===== config.mk =====
export PLATFORM = sky130hd
export DESIGN_NAME = nonpreemptive_priority_schedule
export DESIGN_NICKNAME = d
export VERILOG_FILES = /design/src/rtl/nps_pkg.sv /design/src/rtl/nps_job_ram.sv /design/src/rtl/nps_divider.sv /design/src/rtl/nonpreemptive_priority_schedule.sv
export SDC_FILE = /design/constraint.sdc
export NUM_CORES = 1
export LEC_CHECK = 0
export ABC_AREA = 0
export BUFFER_PORTS_ARGS = -buffer_cell sky130_fd_sc_hd__buf_2
export CAP_MARGIN = 30
export CORE_MARGIN = 5
export CORE_UTILIZATION = 60
export CTS_CLUSTER_SIZE = 28
export DETAILED_ROUTE_END_ITERATION = 12
export PLACE_DENSITY = 0.74
export SYNTH_ARGS = -nofsm -noshare
export SYNTH_HDL_FRONTEND = slang
export SYNTH_SLANG_ARGS = --single-unit

===== constraint.sdc =====
create_clock -name i_clk -period 20.7 [get_ports i_clk]
set_input_delay 6.21 -clock i_clk [delete_from_list [all_inputs] [get_ports i_clk]]
set_output_delay 6.21 -clock i_clk [all_outputs]
set_load 0.02 [all_outputs]

===== src/rtl/nps_pkg.sv =====
// ============================================================================
// nps_pkg: shared types and constants for the priority scheduler
// Holds the sequencer state type, field widths and the job record layout.
// ============================================================================
package nps_pkg;

    localparam int BURST_W = 16;
    localparam int PRIO_W  = 8;
    localparam int IDX_W   = 5;
    localparam int TIME_W  = 21;
    localparam int TOT_W   = 27;

    // One stored job: priority, burst and original load index.
    typedef struct packed {
        logic [PRIO_W-1:0]  prio;
        logic [BURST_W-1:0] burst;
        logic [IDX_W-1:0]   idx;
    } t_job;

    typedef enum logic [3:0] {
        ST_LOAD,
        ST_SEL_RD,
        ST_SEL_CMP,
        ST_SWAP_RD,
        ST_SWAP_WR,
        ST_SUM_RD,
        ST_SUM_ACC,
        ST_DIV,
        ST_OUT_RD,
        ST_OUT_WAIT,
        ST_OUT_SEND
    } t_state;

endpackage


===== src/rtl/nps_job_ram.sv =====
// ============================================================================
// nps_job_ram: job record memory
// Single write port and a registered read port; data comes the next cycle.
// A read of the entry that is written in the same cycle returns the new data.
// ============================================================================
module nps_job_ram
    import nps_pkg::*;
#(
    parameter int DEPTH = 32,
    parameter int AW    = 5
) (
    input  logic          i_clk,
    input  logic          i_we,
    input  logic [AW-1:0] i_waddr,
    input  t_job          i_wdata,
    input  logic [AW-1:0] i_raddr,
    output t_job          o_rdata
);

    t_job r_mem [DEPTH];
    t_job r_rdata;

    always_ff @(posedge i_clk) begin
        if (i_we) begin
            r_mem[i_waddr] <= i_wdata;
        end
        if (i_we && (i_waddr == i_raddr)) begin
            r_rdata <= i_wdata;
        end else begin
            r_rdata <= r_mem[i_raddr];
        end
    end

    assign o_rdata = r_rdata;

endmodule


===== src/rtl/nps_divider.sv =====
// ============================================================================
// nps_divider: restoring divider
// Produces one quotient bit per cycle for an unsigned total over a job count.
// ============================================================================
module nps_divider
    import nps_pkg::*;
#(
    parameter int DW = 7
) (
    input  logic             i_clk,
    input  logic             i_rst_n,
    input  logic             i_start,
    input  logic [TOT_W-1:0] i_dividend,
    input  logic [DW-1:0]    i_divisor,
    output logic             o_busy,
    output logic [TOT_W-1:0] o_quotient
);

    localparam int CW = $clog2(TOT_W + 1);

    logic [CW-1:0]    r_cnt;
    logic [CW-1:0]    n_cnt;
    logic [TOT_W-1:0] r_quo;
    logic [TOT_W-1:0] n_quo;
    logic [DW:0]      r_rem;
    logic [DW:0]      n_rem;
    logic [DW-1:0]    r_div;
    logic [DW:0]      w_trial;

    assign w_trial = {r_rem[DW-1:0], r_quo[TOT_W-1]};

    always_comb begin
        n_cnt = r_cnt;
        n_quo = r_quo;
        n_rem = r_rem;
        if (i_start) begin
            n_cnt = CW'(TOT_W);
            n_quo = i_dividend;
            n_rem = '0;
        end else if (r_cnt != '0) begin
            n_cnt = r_cnt - 1'b1;
            if (w_trial >= {1'b0, r_div}) begin
                n_rem = w_trial - {1'b0, r_div};
                n_quo = {r_quo[TOT_W-2:0], 1'b1};
            end else begin
                n_rem = w_trial;
                n_quo = {r_quo[TOT_W-2:0], 1'b0};
            end
        end
    end

    always_ff @(posedge i_clk) begin
        if (!i_rst_n) begin
            r_cnt <= '0;
        end else begin
            r_cnt <= n_cnt;
        end
        r_quo <= n_quo;
        r_rem <= n_rem;
        if (i_start) begin
            r_div <= i_divisor;
        end
    end

    assign o_busy     = (r_cnt != '0);
    assign o_quotient = r_quo;

endmodule


===== src/rtl/nonpreemptive_priority_schedule.sv =====
// ============================================================================
// nonpreemptive_priority_schedule: non-preemptive priority scheduler
// Loads a batch of jobs, selection-sorts them by priority in a job memory
// and streams out per-job wait and turnaround times with batch averages.
// ============================================================================
//
// Channel  Dir  Fields (lowest bit up)
// s_axis   in   tdata: burst_time[15:0], priority_req[23:16]; tlast: is_last
// m_axis   out  tdata: job_index[4:0], burst_out[20:5], wait_time[41:21],
//               turnaround_time[62:42], avg_wait[83:63],
//               avg_turnaround[104:84]; tlast: last_result
//
// A job is loaded with each accepted input transaction. After the
// transaction with tlast set, the block sorts (each pass reads entry i,
// compares the rest, then reads and swaps the best), sums the times,
// divides both totals by the job count on one shared serial divider,
// and sends each result after reading its entry from the job memory,
// whose single read port sets the pace of each of these steps.
// Reset (synchronous, active low) empties the batch; the memory is not
// cleared. The input is not accepted during sorting, summing, division
// or output; a stalled output holds its result until m_axis_tready.
// ============================================================================
module nonpreemptive_priority_schedule
    import nps_pkg::*;
#(
    parameter int MAX_PROCS = 32
) (
    input  logic         i_clk,
    input  logic         i_rst_n,
    input  logic         s_axis_tvalid,
    output logic         s_axis_tready,
    input  logic [23:0]  s_axis_tdata,   // burst_time, priority_req
    input  logic         s_axis_tlast,   // is_last
    output logic         m_axis_tvalid,
    input  logic         m_axis_tready,
    output logic [111:0] m_axis_tdata,   // job_index, burst_out, wait_time,
                                         // turnaround_time, avg_wait,
                                         // avg_turnaround
    output logic         m_axis_tlast    // last_result
);

    localparam int AW = (MAX_PROCS > 1) ? $clog2(MAX_PROCS) : 1;
    localparam int CW = $clog2(MAX_PROCS + 1);

    t_state r_state, n_state;

    logic [CW-1:0]    r_count, n_count;  // jobs held
    logic [CW-1:0]    r_i, n_i;          // sort pass / output position
    logic [CW-1:0]    r_j, n_j;          // scan position
    logic [CW-1:0]    r_best, n_best;
    logic [PRIO_W-1:0] r_best_prio, n_best_prio;
    t_job             r_hold, n_hold;    // entry i during swap
    logic [TOT_W-1:0] r_acc, n_acc;
    logic [TOT_W-1:0] r_wtot, n_wtot;
    logic [TOT_W-1:0] r_ttot, n_ttot;
    logic [TOT_W-1:0] r_avg_w, n_avg_w;
    logic             r_div_sel, n_div_sel;
    logic [TIME_W-1:0] r_o_wait, n_o_wait;
    logic             r_div_go;

    // Memory ports
    logic     w_we;
    logic [AW-1:0] w_waddr, w_raddr;
    t_job     w_wdata, w_rdata;

    // The swap write of entry best needs a second write; done with a
    // dedicated register stage below.
    logic       r_wb_pend;
    logic [AW-1:0] r_wb_addr;
    t_job       r_wb_data;
    logic     w_we2;
    t_job     w_mem_wdata;
    logic [AW-1:0] w_mem_waddr;
    logic     w_mem_we;

    // Divider
    logic             w_div_start;
    logic             w_div_busy;
    logic [TOT_W-1:0] w_quo;

    logic w_in_acc, w_out_acc;
    assign w_in_acc  = s_axis_tvalid && s_axis_tready;
    assign w_out_acc = m_axis_tvalid && m_axis_tready;

    nps_job_ram #(.DEPTH(MAX_PROCS), .AW(AW)) u_ram (
        .i_clk   (i_clk),
        .i_we    (w_mem_we),
        .i_waddr (w_mem_waddr),
        .i_wdata (w_mem_wdata),
        .i_raddr (w_raddr),
        .o_rdata (w_rdata)
    );

    nps_divider #(.DW(CW)) u_div (
        .i_clk      (i_clk),
        .i_rst_n    (i_rst_n),
        .i_start    (w_div_start),
        .i_dividend (r_div_sel ? r_ttot : r_wtot),
        .i_divisor  (r_count),
        .o_busy     (w_div_busy),
        .o_quotient (w_quo)
    );

    // Next-state logic
    always_comb begin
        n_state = r_state;
        case (r_state)
            ST_LOAD: begin
                if (w_in_acc && s_axis_tlast) begin
                    n_state = ST_SEL_RD;
                end
            end
            ST_SEL_RD: begin
                if (r_i == r_count) begin
                    n_state = ST_SUM_RD;
                end else begin
                    n_state = ST_SEL_CMP;
                end
            end
            ST_SEL_CMP: begin
                if (r_j + 1'b1 == r_count) begin
                    n_state = ST_SWAP_RD;
                end else begin
                    n_state = ST_SEL_CMP;
                end
            end
            ST_SWAP_RD: n_state = ST_SWAP_WR;
            ST_SWAP_WR: n_state = ST_SEL_RD;
            ST_SUM_RD: begin
                if (r_i == r_count) begin
                    n_state = ST_DIV;
                end else begin
                    n_state = ST_SUM_ACC;
                end
            end
            ST_SUM_ACC: n_state = ST_SUM_RD;
            ST_DIV: begin
                if (!r_div_go && !w_div_busy && r_div_sel) begin
                    n_state = ST_OUT_RD;
                end
            end
            ST_OUT_RD: n_state = ST_OUT_WAIT;
            ST_OUT_WAIT: n_state = ST_OUT_SEND;
            ST_OUT_SEND: begin
                if (w_out_acc) begin
                    if (r_i + 1'b1 == r_count) begin
                        n_state = ST_LOAD;
                    end else begin
                        n_state = ST_OUT_RD;
                    end
                end
            end
            default: n_state = ST_LOAD;
        endcase
    end

    // Datapath and output logic
    always_comb begin
        n_count     = r_count;
        n_i         = r_i;
        n_j         = r_j;
        n_best      = r_best;
        n_best_prio = r_best_prio;
        n_hold      = r_hold;
        n_acc       = r_acc;
        n_wtot      = r_wtot;
        n_ttot      = r_ttot;
        n_avg_w     = r_avg_w;
        n_div_sel   = r_div_sel;
        n_o_wait    = r_o_wait;
        w_we        = 1'b0;
        w_waddr     = r_count[AW-1:0];
        w_wdata     = w_rdata;
        w_raddr     = r_i[AW-1:0];
        w_div_start = 1'b0;
        s_axis_tready = 1'b0;
        m_axis_tvalid = 1'b0;
        case (r_state)
            ST_LOAD: begin
                s_axis_tready = 1'b1;
                w_wdata.prio  = s_axis_tdata[23:16];
                w_wdata.burst = s_axis_tdata[15:0];
                w_wdata.idx   = IDX_W'(r_count);
                if (w_in_acc && (r_count < CW'(MAX_PROCS))) begin
                    w_we    = 1'b1;
                    n_count = r_count + 1'b1;
                end
                n_i = '0;
            end
            ST_SEL_RD: begin
                // Read entry i; scan starts at i
                w_raddr = r_i[AW-1:0];
                n_j     = r_i;
                n_best  = r_i;
                if (r_i == r_count) begin
                    n_i    = '0;
                    n_acc  = '0;
                    n_wtot = '0;
                    n_ttot = '0;
                end
            end
            ST_SEL_CMP: begin
                // w_rdata is entry r_j; issue read of r_j+1
                w_raddr = AW'(r_j + 1'b1);
                if (r_j == r_i) begin
                    n_best_prio = w_rdata.prio;
                    n_hold      = w_rdata;
                end else if (w_rdata.prio < r_best_prio) begin
                    n_best_prio = w_rdata.prio;
                    n_best      = r_j;
                end
                n_j = r_j + 1'b1;
            end
            ST_SWAP_RD: begin
                // Every scan entry was compared in ST_SEL_CMP, so r_j equals
                // r_count here and no compare is made. The final best is read here.
                if (r_j != r_count && w_rdata.prio < r_best_prio) begin
                    n_best = r_j;
                end
                w_raddr = n_best[AW-1:0];
            end
            ST_SWAP_WR: begin
                // rdata is entry best, read in SWAP_RD
                w_we    = 1'b1;
                w_waddr = r_i[AW-1:0];
                w_wdata = w_rdata;
                n_i     = r_i + 1'b1;
            end
            ST_SUM_RD: begin
                w_raddr = r_i[AW-1:0];
            end
            ST_SUM_ACC: begin
                n_wtot = r_wtot + r_acc;
                n_ttot = r_ttot + r_acc + TOT_W'(w_rdata.burst);
                n_acc  = r_acc + TOT_W'(w_rdata.burst);
                n_i    = r_i + 1'b1;
                n_div_sel = 1'b0;
            end
            ST_DIV: begin
                w_div_start = r_div_go;
                if (!r_div_go && !w_div_busy) begin
                    if (!r_div_sel) begin
                        n_avg_w   = w_quo;
                        n_div_sel = 1'b1;
                    end else begin
                        n_i   = '0;
                        n_acc = '0;
                    end
                end
            end
            ST_OUT_RD: begin
                w_raddr = r_i[AW-1:0];
            end
            ST_OUT_WAIT: begin
                w_raddr = r_i[AW-1:0];
                n_o_wait = r_acc[TIME_W-1:0];
            end
            ST_OUT_SEND: begin
                w_raddr = r_i[AW-1:0];
                m_axis_tvalid = 1'b1;
                if (w_out_acc) begin
                    n_acc = r_acc + TOT_W'(w_rdata.burst);
                    n_i   = r_i + 1'b1;
                    if (r_i + 1'b1 == r_count) begin
                        n_count = '0;
                    end
                end
            end
            default: ;
        endcase
    end

    always_ff @(posedge i_clk) begin
        if (!i_rst_n) begin
            r_state   <= ST_LOAD;
            r_count   <= '0;
            r_i       <= '0;
            r_div_go  <= 1'b0;
            r_div_sel <= 1'b0;
            r_wb_pend <= 1'b0;
        end else begin
            r_state   <= n_state;
            r_count   <= n_count;
            r_i       <= n_i;
            r_div_sel <= n_div_sel;
            // Start a division on entry to ST_DIV and once more after the first
            r_div_go  <= ((r_state == ST_SUM_RD) && (r_i == r_count))
                       || ((r_state == ST_DIV) && !r_div_go && !w_div_busy
                           && !r_div_sel);
            r_wb_pend <= (r_state == ST_SWAP_WR);
        end
        r_j         <= n_j;
        r_best      <= n_best;
        r_best_prio <= n_best_prio;
        r_hold      <= n_hold;
        r_acc       <= n_acc;
        r_wtot      <= n_wtot;
        r_ttot      <= n_ttot;
        r_avg_w     <= n_avg_w;
        r_o_wait    <= n_o_wait;
        r_wb_addr   <= r_best[AW-1:0];
        r_wb_data   <= r_hold;
    end

    // Second swap write: old entry i goes to best. ST_SEL_RD follows
    // ST_SWAP_WR and does not write, so this port use is free there. Its
    // read of the next entry i sees this write through the memory's
    // write-first read port.
    assign w_we2 = r_wb_pend;

    assign w_mem_we    = w_we || w_we2;
    assign w_mem_waddr = w_we2 ? r_wb_addr : w_waddr;
    assign w_mem_wdata = w_we2 ? r_wb_data : w_wdata;

    // Output payload
    logic [TIME_W-1:0] w_burst21;
    assign w_burst21 = TIME_W'(w_rdata.burst);
    assign m_axis_tdata = {7'd0,
                           w_quo[TIME_W-1:0],
                           r_avg_w[TIME_W-1:0],
                           r_o_wait + w_burst21,
                           r_o_wait,
                           w_rdata.burst,
                           w_rdata.idx};
    assign m_axis_tlast = (r_i + 1'b1 == r_count);

`ifndef ASSERT_OFF
    a_no_in_when_busy: assert property (@(posedge i_clk) disable iff (!i_rst_n)
        (r_state != ST_LOAD) |-> !s_axis_tready)
        else $error("input accepted outside loading");
    a_count_bound: assert property (@(posedge i_clk) disable iff (!i_rst_n)
        r_count <= CW'(MAX_PROCS))
        else $error("job count above capacity");
    a_last_ends: assert property (@(posedge i_clk) disable iff (!i_rst_n)
        (w_out_acc && m_axis_tlast) |=> (r_state == ST_LOAD) && (r_count == '0))
        else $error("batch not closed after last result");
`endif

endmodule

; ---- Yosys cells after proc, flatten, opt, wreduce, memory -nomap -nowiden
; Memory sizes are Yosys's and may differ from the RTL's. A register that Yosys moved wholly into a read port is not among the register bits.
; Index checks and enable logic that the tools add are counted.
[totals]
ram_bits = 928
rom_bits = 0
n_memories = 1
register_bits = 268
input_bits = 29
elab_cells = 158
out_inout_bits = 115
latchBits = 0
[classes]
addsub = 10
reduce_logical = 39
multipliers = 0
n_lt_le_gt_ge = 3
n_eq_ne = 25
div = 0
n_mux = 52
n_shift = 0
n_bitwise = 2
[memory_table]
columns = memory, depth, width, rd, rd_clocked_by_memory_dff, write_ports, line_no
row1 = u_ram.r_mem, 32, 29, 1, 1, 1, nps_job_ram.sv:20  ; t_job r_mem [DEPTH];
[op_table]
columns = cell, n
row1 = 27-bit 2-to-1 mux, 7
row2 = 27-bit one-hot mux with 2 select lines, 2
row3 = 27-bit one-hot mux with 4 select lines, 1
row4 = 29-bit 2-to-1 mux, 2
row5 = 27-bit by 16-bit adder with 27-bit output, 2
row6 = 27-bit adder, 2
row7 = 6-bit 2-to-1 mux, 8
row8 = 4-bit one-hot mux with 11 select lines, 1
row9 = 5-bit 2-to-1 mux, 7
row10 = 6-bit one-hot mux with 5 select lines, 1
row11 = 6-bit equality test, 4
row12 = 6-bit one-hot mux with 2 select lines, 2
row13 = 21-bit by 16-bit adder with 21-bit output, 1
row14 = 2-bit inequality test (second input constant), 10
row15 = 6-bit by 1-bit adder with 6-bit output (second input constant), 3
row16 = 4-bit by 3-bit equality test with 1-bit output (second input constant), 4
row17 = 4-bit 2-to-1 mux, 4
row18 = 8-bit 2-to-1 mux, 2
row19 = 5-bit one-hot mux with 3 select lines, 1
row20 = 4-bit equality test (second input constant), 3
row21 = 2-bit nonzero test, 6
row22 = 1-bit logical AND, 11
row23 = 1-bit 2-to-1 mux, 10
row24 = 5-bit one-hot mux with 2 select lines, 1
row25 = other kinds (22), 36

; ---- Longest topological paths before layout
[depth]
word_depth = 9
depth_mapped = 20
mapped_depth_nobuf = 16

; ---- Cells and area by module
; Synthesis repeated with hierarchy kept, for this count alone.
[hier_totals]
hier_cells = 3641
area_unflattened_um2 = 53146.0
[by_module_without_submodules]
columns = mod, instances, cells_per_inst, area_per_inst_um2
row1 = nps_job_ram, 1, 2030, 36387.4
row2 = nonpreemptive_priority_schedule, 1, 1450, 14591.5
row3 = nps_divider, 1, 161, 2167.1

; ---- Least setup slack after synthesis
; Ideal clock, no wire load.
[synth_timing]
path_kind = flip-flop to output port
start = register (tool-made name)
end = output port m_axis_tdata[58]
path_slack_ns = 9.763
stages_incl_launch_ff = 18
required_ns = 14.490
arrival_ns = 4.727
path_buffers = 4
cell_sequence = dfxtp_1 > buf_2 > buf_2 > buf_1 > buf_1 > mux4_2 > mux4_2 > mux2i_1 > inv_1 > ha_1 > fa_1 > a21oi_1 > o21ba_2 > a31o_2 > o31ai_1 > o41ai_1 > o21ai_0 > xor2_1
[synth_rtl]
columns = item, line_no
row1 = to (decl), nonpreemptive_priority_schedule.sv:36  ; output logic [111:0] m_axis_tdata,

==> run_results.csv <==
group,metric,value,unit
grt,track_usage,28.0,%
floorplan,start_util,60.4,%
place,placed_cells,4104,
worst_setup_path,cp_top_family,"compound AO/OA/AOI/OAI gates",
run_status,status,"finished clean",
worst_setup_path,slowest_delay,0.71,ns
cts,cts_sinks,1201,
grt,grt_pass1_wl,187,mm
route,routed_via_density,6.51,
sta,slew_viol_final,0,
cells_and_area,fin_cells,4338,
grt,grt_max_degree,68,
cts,h-tree-depth,3,
route,wl,127,mm
sta,fin_skew,0.0337,ns
power,powerDensity,172,mW/mm^2
place,io_buffers,136,
cts,post-cts-setup-buffer-count,0,
cells_and_area,most-common-layout-cells,"edfxtp_1, mux4_2, nand2_1",
worst_setup_path,crit_type,"reg2out",
grt,grt_pass1_vias,28500,
sta,period_share,64.2,%
route,routedWlPerCell,29.3,um
route,final_antenna_net_count,0,
worst_setup_path,endpoint_kind,"output pin",
cts,cts_made_buffers,118,
power,finalPower,0.00992,W
floorplan,rows,107,
synthesis,synth_edf_count,1132,
sta,slew_headroom,25.6,%
grt,antenna_found_initial,1,
route,vias,28200,
place,dp_hpwl,72.8,mm
sta,finalSetupViolCount,0,
floorplan,die_h,302,um
cts,cts_hold_buf,0,
worst_hold_path,min-delay-start,"r_hold[23]",
synthesis,yosys.area.top_type,"edfxtp_1",
synthesis,avgSynthCellArea,17.6,um^2
cells_and_area,nNetsFinal,3250,
worst_setup_path,crit_arrival,7.08,ns
worst_hold_path,hp-class,"reg2reg",
grt,grt_overflow,0,
synthesis,async_reset_ff_share,0,%
worst_setup_path,cp_data_required_time,14.49,ns
synthesis,synth-main-ff-cell,"edfxtp_1",
route,drc,0,
worst_setup_path,path_max_fanout,45,
synthesis,ys_types,75,
cts,cts_tree,"done",
sta,fmax,75.2,MHz
cts,root_buffer,"clkbuf_16",
worst_setup_path,cp_cell_sequence,"buf_4 -> buf_16 -> buf_4 -> mux4_2 -> mux4_2 -> mux2_2 -> buf_4 -> ha_1 -> a21oi_1 -> o21ba_2 -> a31o_2 -> o31ai_1 -> o41ai_1 -> o21ai_0 -> nand3_1 -> xnor2_1 -> buf_2",
worst_setup_path,cpMostUsedCell,"buf_4",
cells_and_area,seq_area,0.0354,mm^2
floorplan,core,0.0850,mm^2
synthesis,yosysWarnings,0,
power,p_leak,19.1,nW
worst_setup_path,crit_buf_inv,5,
floorplan,io_pins,144,
worst_setup_path,reg2reg_slack,13.59,ns
cells_and_area,layout-drive-gt1-share,24.9,%
cells_and_area,fillers,5274,
sta,worstMarginPinSlew,1.12,ns
route,dr.first_iter.drc_count,3374,
cells_and_area,diodes,0,
sta,layout_min_cycle_time,13.29,ns
sta,rsz0062_at_grt,"false",
synthesis,synth-seq-cells,1201,
power,ir_worst_vdd,133,uV
synthesis,netlist_instances,2912,
route,drtPass1Iterations,5,
synthesis,synth_area_leaders,"edfxtp_1, mux4_2, ha_1, dfxtp_1, mux2i_1",
cts,cts.clk_slew.worst_paths,0.06,ns
synthesis,synthDominantCellAreaShare,66.2,%
floorplan,die_w,302,um
worst_setup_path,start_kind,"flip-flop",
floorplan,die-area,0.0915,mm^2
cts,post_cts_resized,0,
place,place.gp.congestion,0.900,
sta,finalHoldViolCount,0,
cts,clock_path_buffers,3,
cells_and_area,syn_to_final_growth,12.1,%
sta,finalSetupTns,0,ns
cells_and_area,layout_commonest_cell,"edfxtp_1",
worst_setup_path,cp_slowest_cell,"buf_4",
synthesis,ys_seq_area_share,68.9,%
cts,clk_latency,0.71,ns
cells_and_area,multi_input_area,0.0152,mm^2
flow_run,maxCapViolCount,0,
synthesis,synth_area,0.0513,mm^2
==> synth_stat cells, types with 6 or more instances <==
| cell | count |
|---|---|
| a21oi_1 | 83 |
| a31oi_1 | 9 |
| buf_1 | 16 |
| nor3_1 | 25 |
| mux4_2 | 288 |
| inv_1 | 58 |
| ha_1 | 111 |
| fa_1 | 21 |
| dfxtp_1 | 69 |
| a21boi_0 | 10 |
| edfxtp_1 | 1132 |
| buf_4 | 50 |
| o21ai_0 | 122 |
| nand4_1 | 8 |
| nor2b_1 | 16 |
| nor3b_1 | 7 |
| buf_2 | 25 |
| and3_1 | 23 |
| xnor2_1 | 71 |
| nand2_1 | 148 |
| o21a_1 | 19 |
| or3_1 | 9 |
| o31ai_1 | 6 |
| mux2i_1 | 68 |
| a21o_1 | 36 |
| xor2_1 | 44 |
| a211oi_1 | 15 |
| clkbuf_1 | 78 |
| nor2_1 | 167 |
| nand2b_1 | 15 |
| mux2_2 | 28 |
| nand3_1 | 31 |
==> cell families (layout without fill, tap and decap cells) <==
logic type               after synthesis  count (layout)  share of synthesized area (%)
multiplexers                         384             384                           14.6
AND/OR/NAND/NOR                      482             482                           4.36
buffers and inverters                230             506                           2.15
AO/OA/AOI/OAI                        367             367                           4.48
XOR/XNOR                             115             115                           1.96
adder cells (fa/ha/maj)              132             132                           3.53
other                                  1               7                        0.00731
flip-flops                          1201            1201                           68.9
==> registers in the layout, summed over array words and instances (netlist names), named ones only <==
signal and cells:
r_best 5, r_wb_pend 1, r_acc 27, r_wb_data 29, u_div.r_rem 6, r_hold 29, r_count 6, u_ram.r_mem 928
r_avg_w 21, r_o_wait 21, r_best_prio 8, r_i 6, r_state 4, r_wtot 27, r_div_sel 1, r_wb_addr 5
u_div.o_quotient 27, r_div_go 1, r_j 6, u_div.r_div 6, r_ttot 27, u_div.r_cnt 5
==> through the flow <==
stage	hold slack [ns]	cell area [um^2]	util (%)	worst slack, ns
floorplan	0.323	51300	-	9.76
global placement	0.324	53500	62.9	7.82
detailed placement	0.327	53600	63.0	8.06
CTS	0.339	57400	67.5	7.29
global route	0.342	57500	67.7	6.90
finish	0.341	57500	67.7	7.41
==> power by group <==
group,leakage (nW),internal [W],switching (W)
logic,6.35,0.00156,0.00258
registers,10.9,0.00351,0.000174
clock network,1.87,0.00119,0.000913
==> per-layer routing <==
metal	vias up	part of all wire, %	GRT usage [%]
met3	268	10	5.70
li1	11900	-	-
met4	0	3.5	9.15
met1	14500	39	39.9
met2	1635	47	44.6
met5	-	0	0
==> final cells by class <==
class,count,share of cell area [%]
clock buffers,158,5.64
clock inverters,67,1.02
inverters,58,0.378
multi-input cells,1487,26.4
flip-flops and latches,1201,61.5
well taps,1144,2.49
repair buffers,223,2.52
==> path summary, 6_finish.rpt <==
check	end	cells past startpoint
max	m_axis_tdata[60]	17
min	r_wb_data[23]	0
max reg2reg	r_ttot[25]	17
min reg2reg	r_wb_data[23]	0
(Power assumes the default switching activity.)
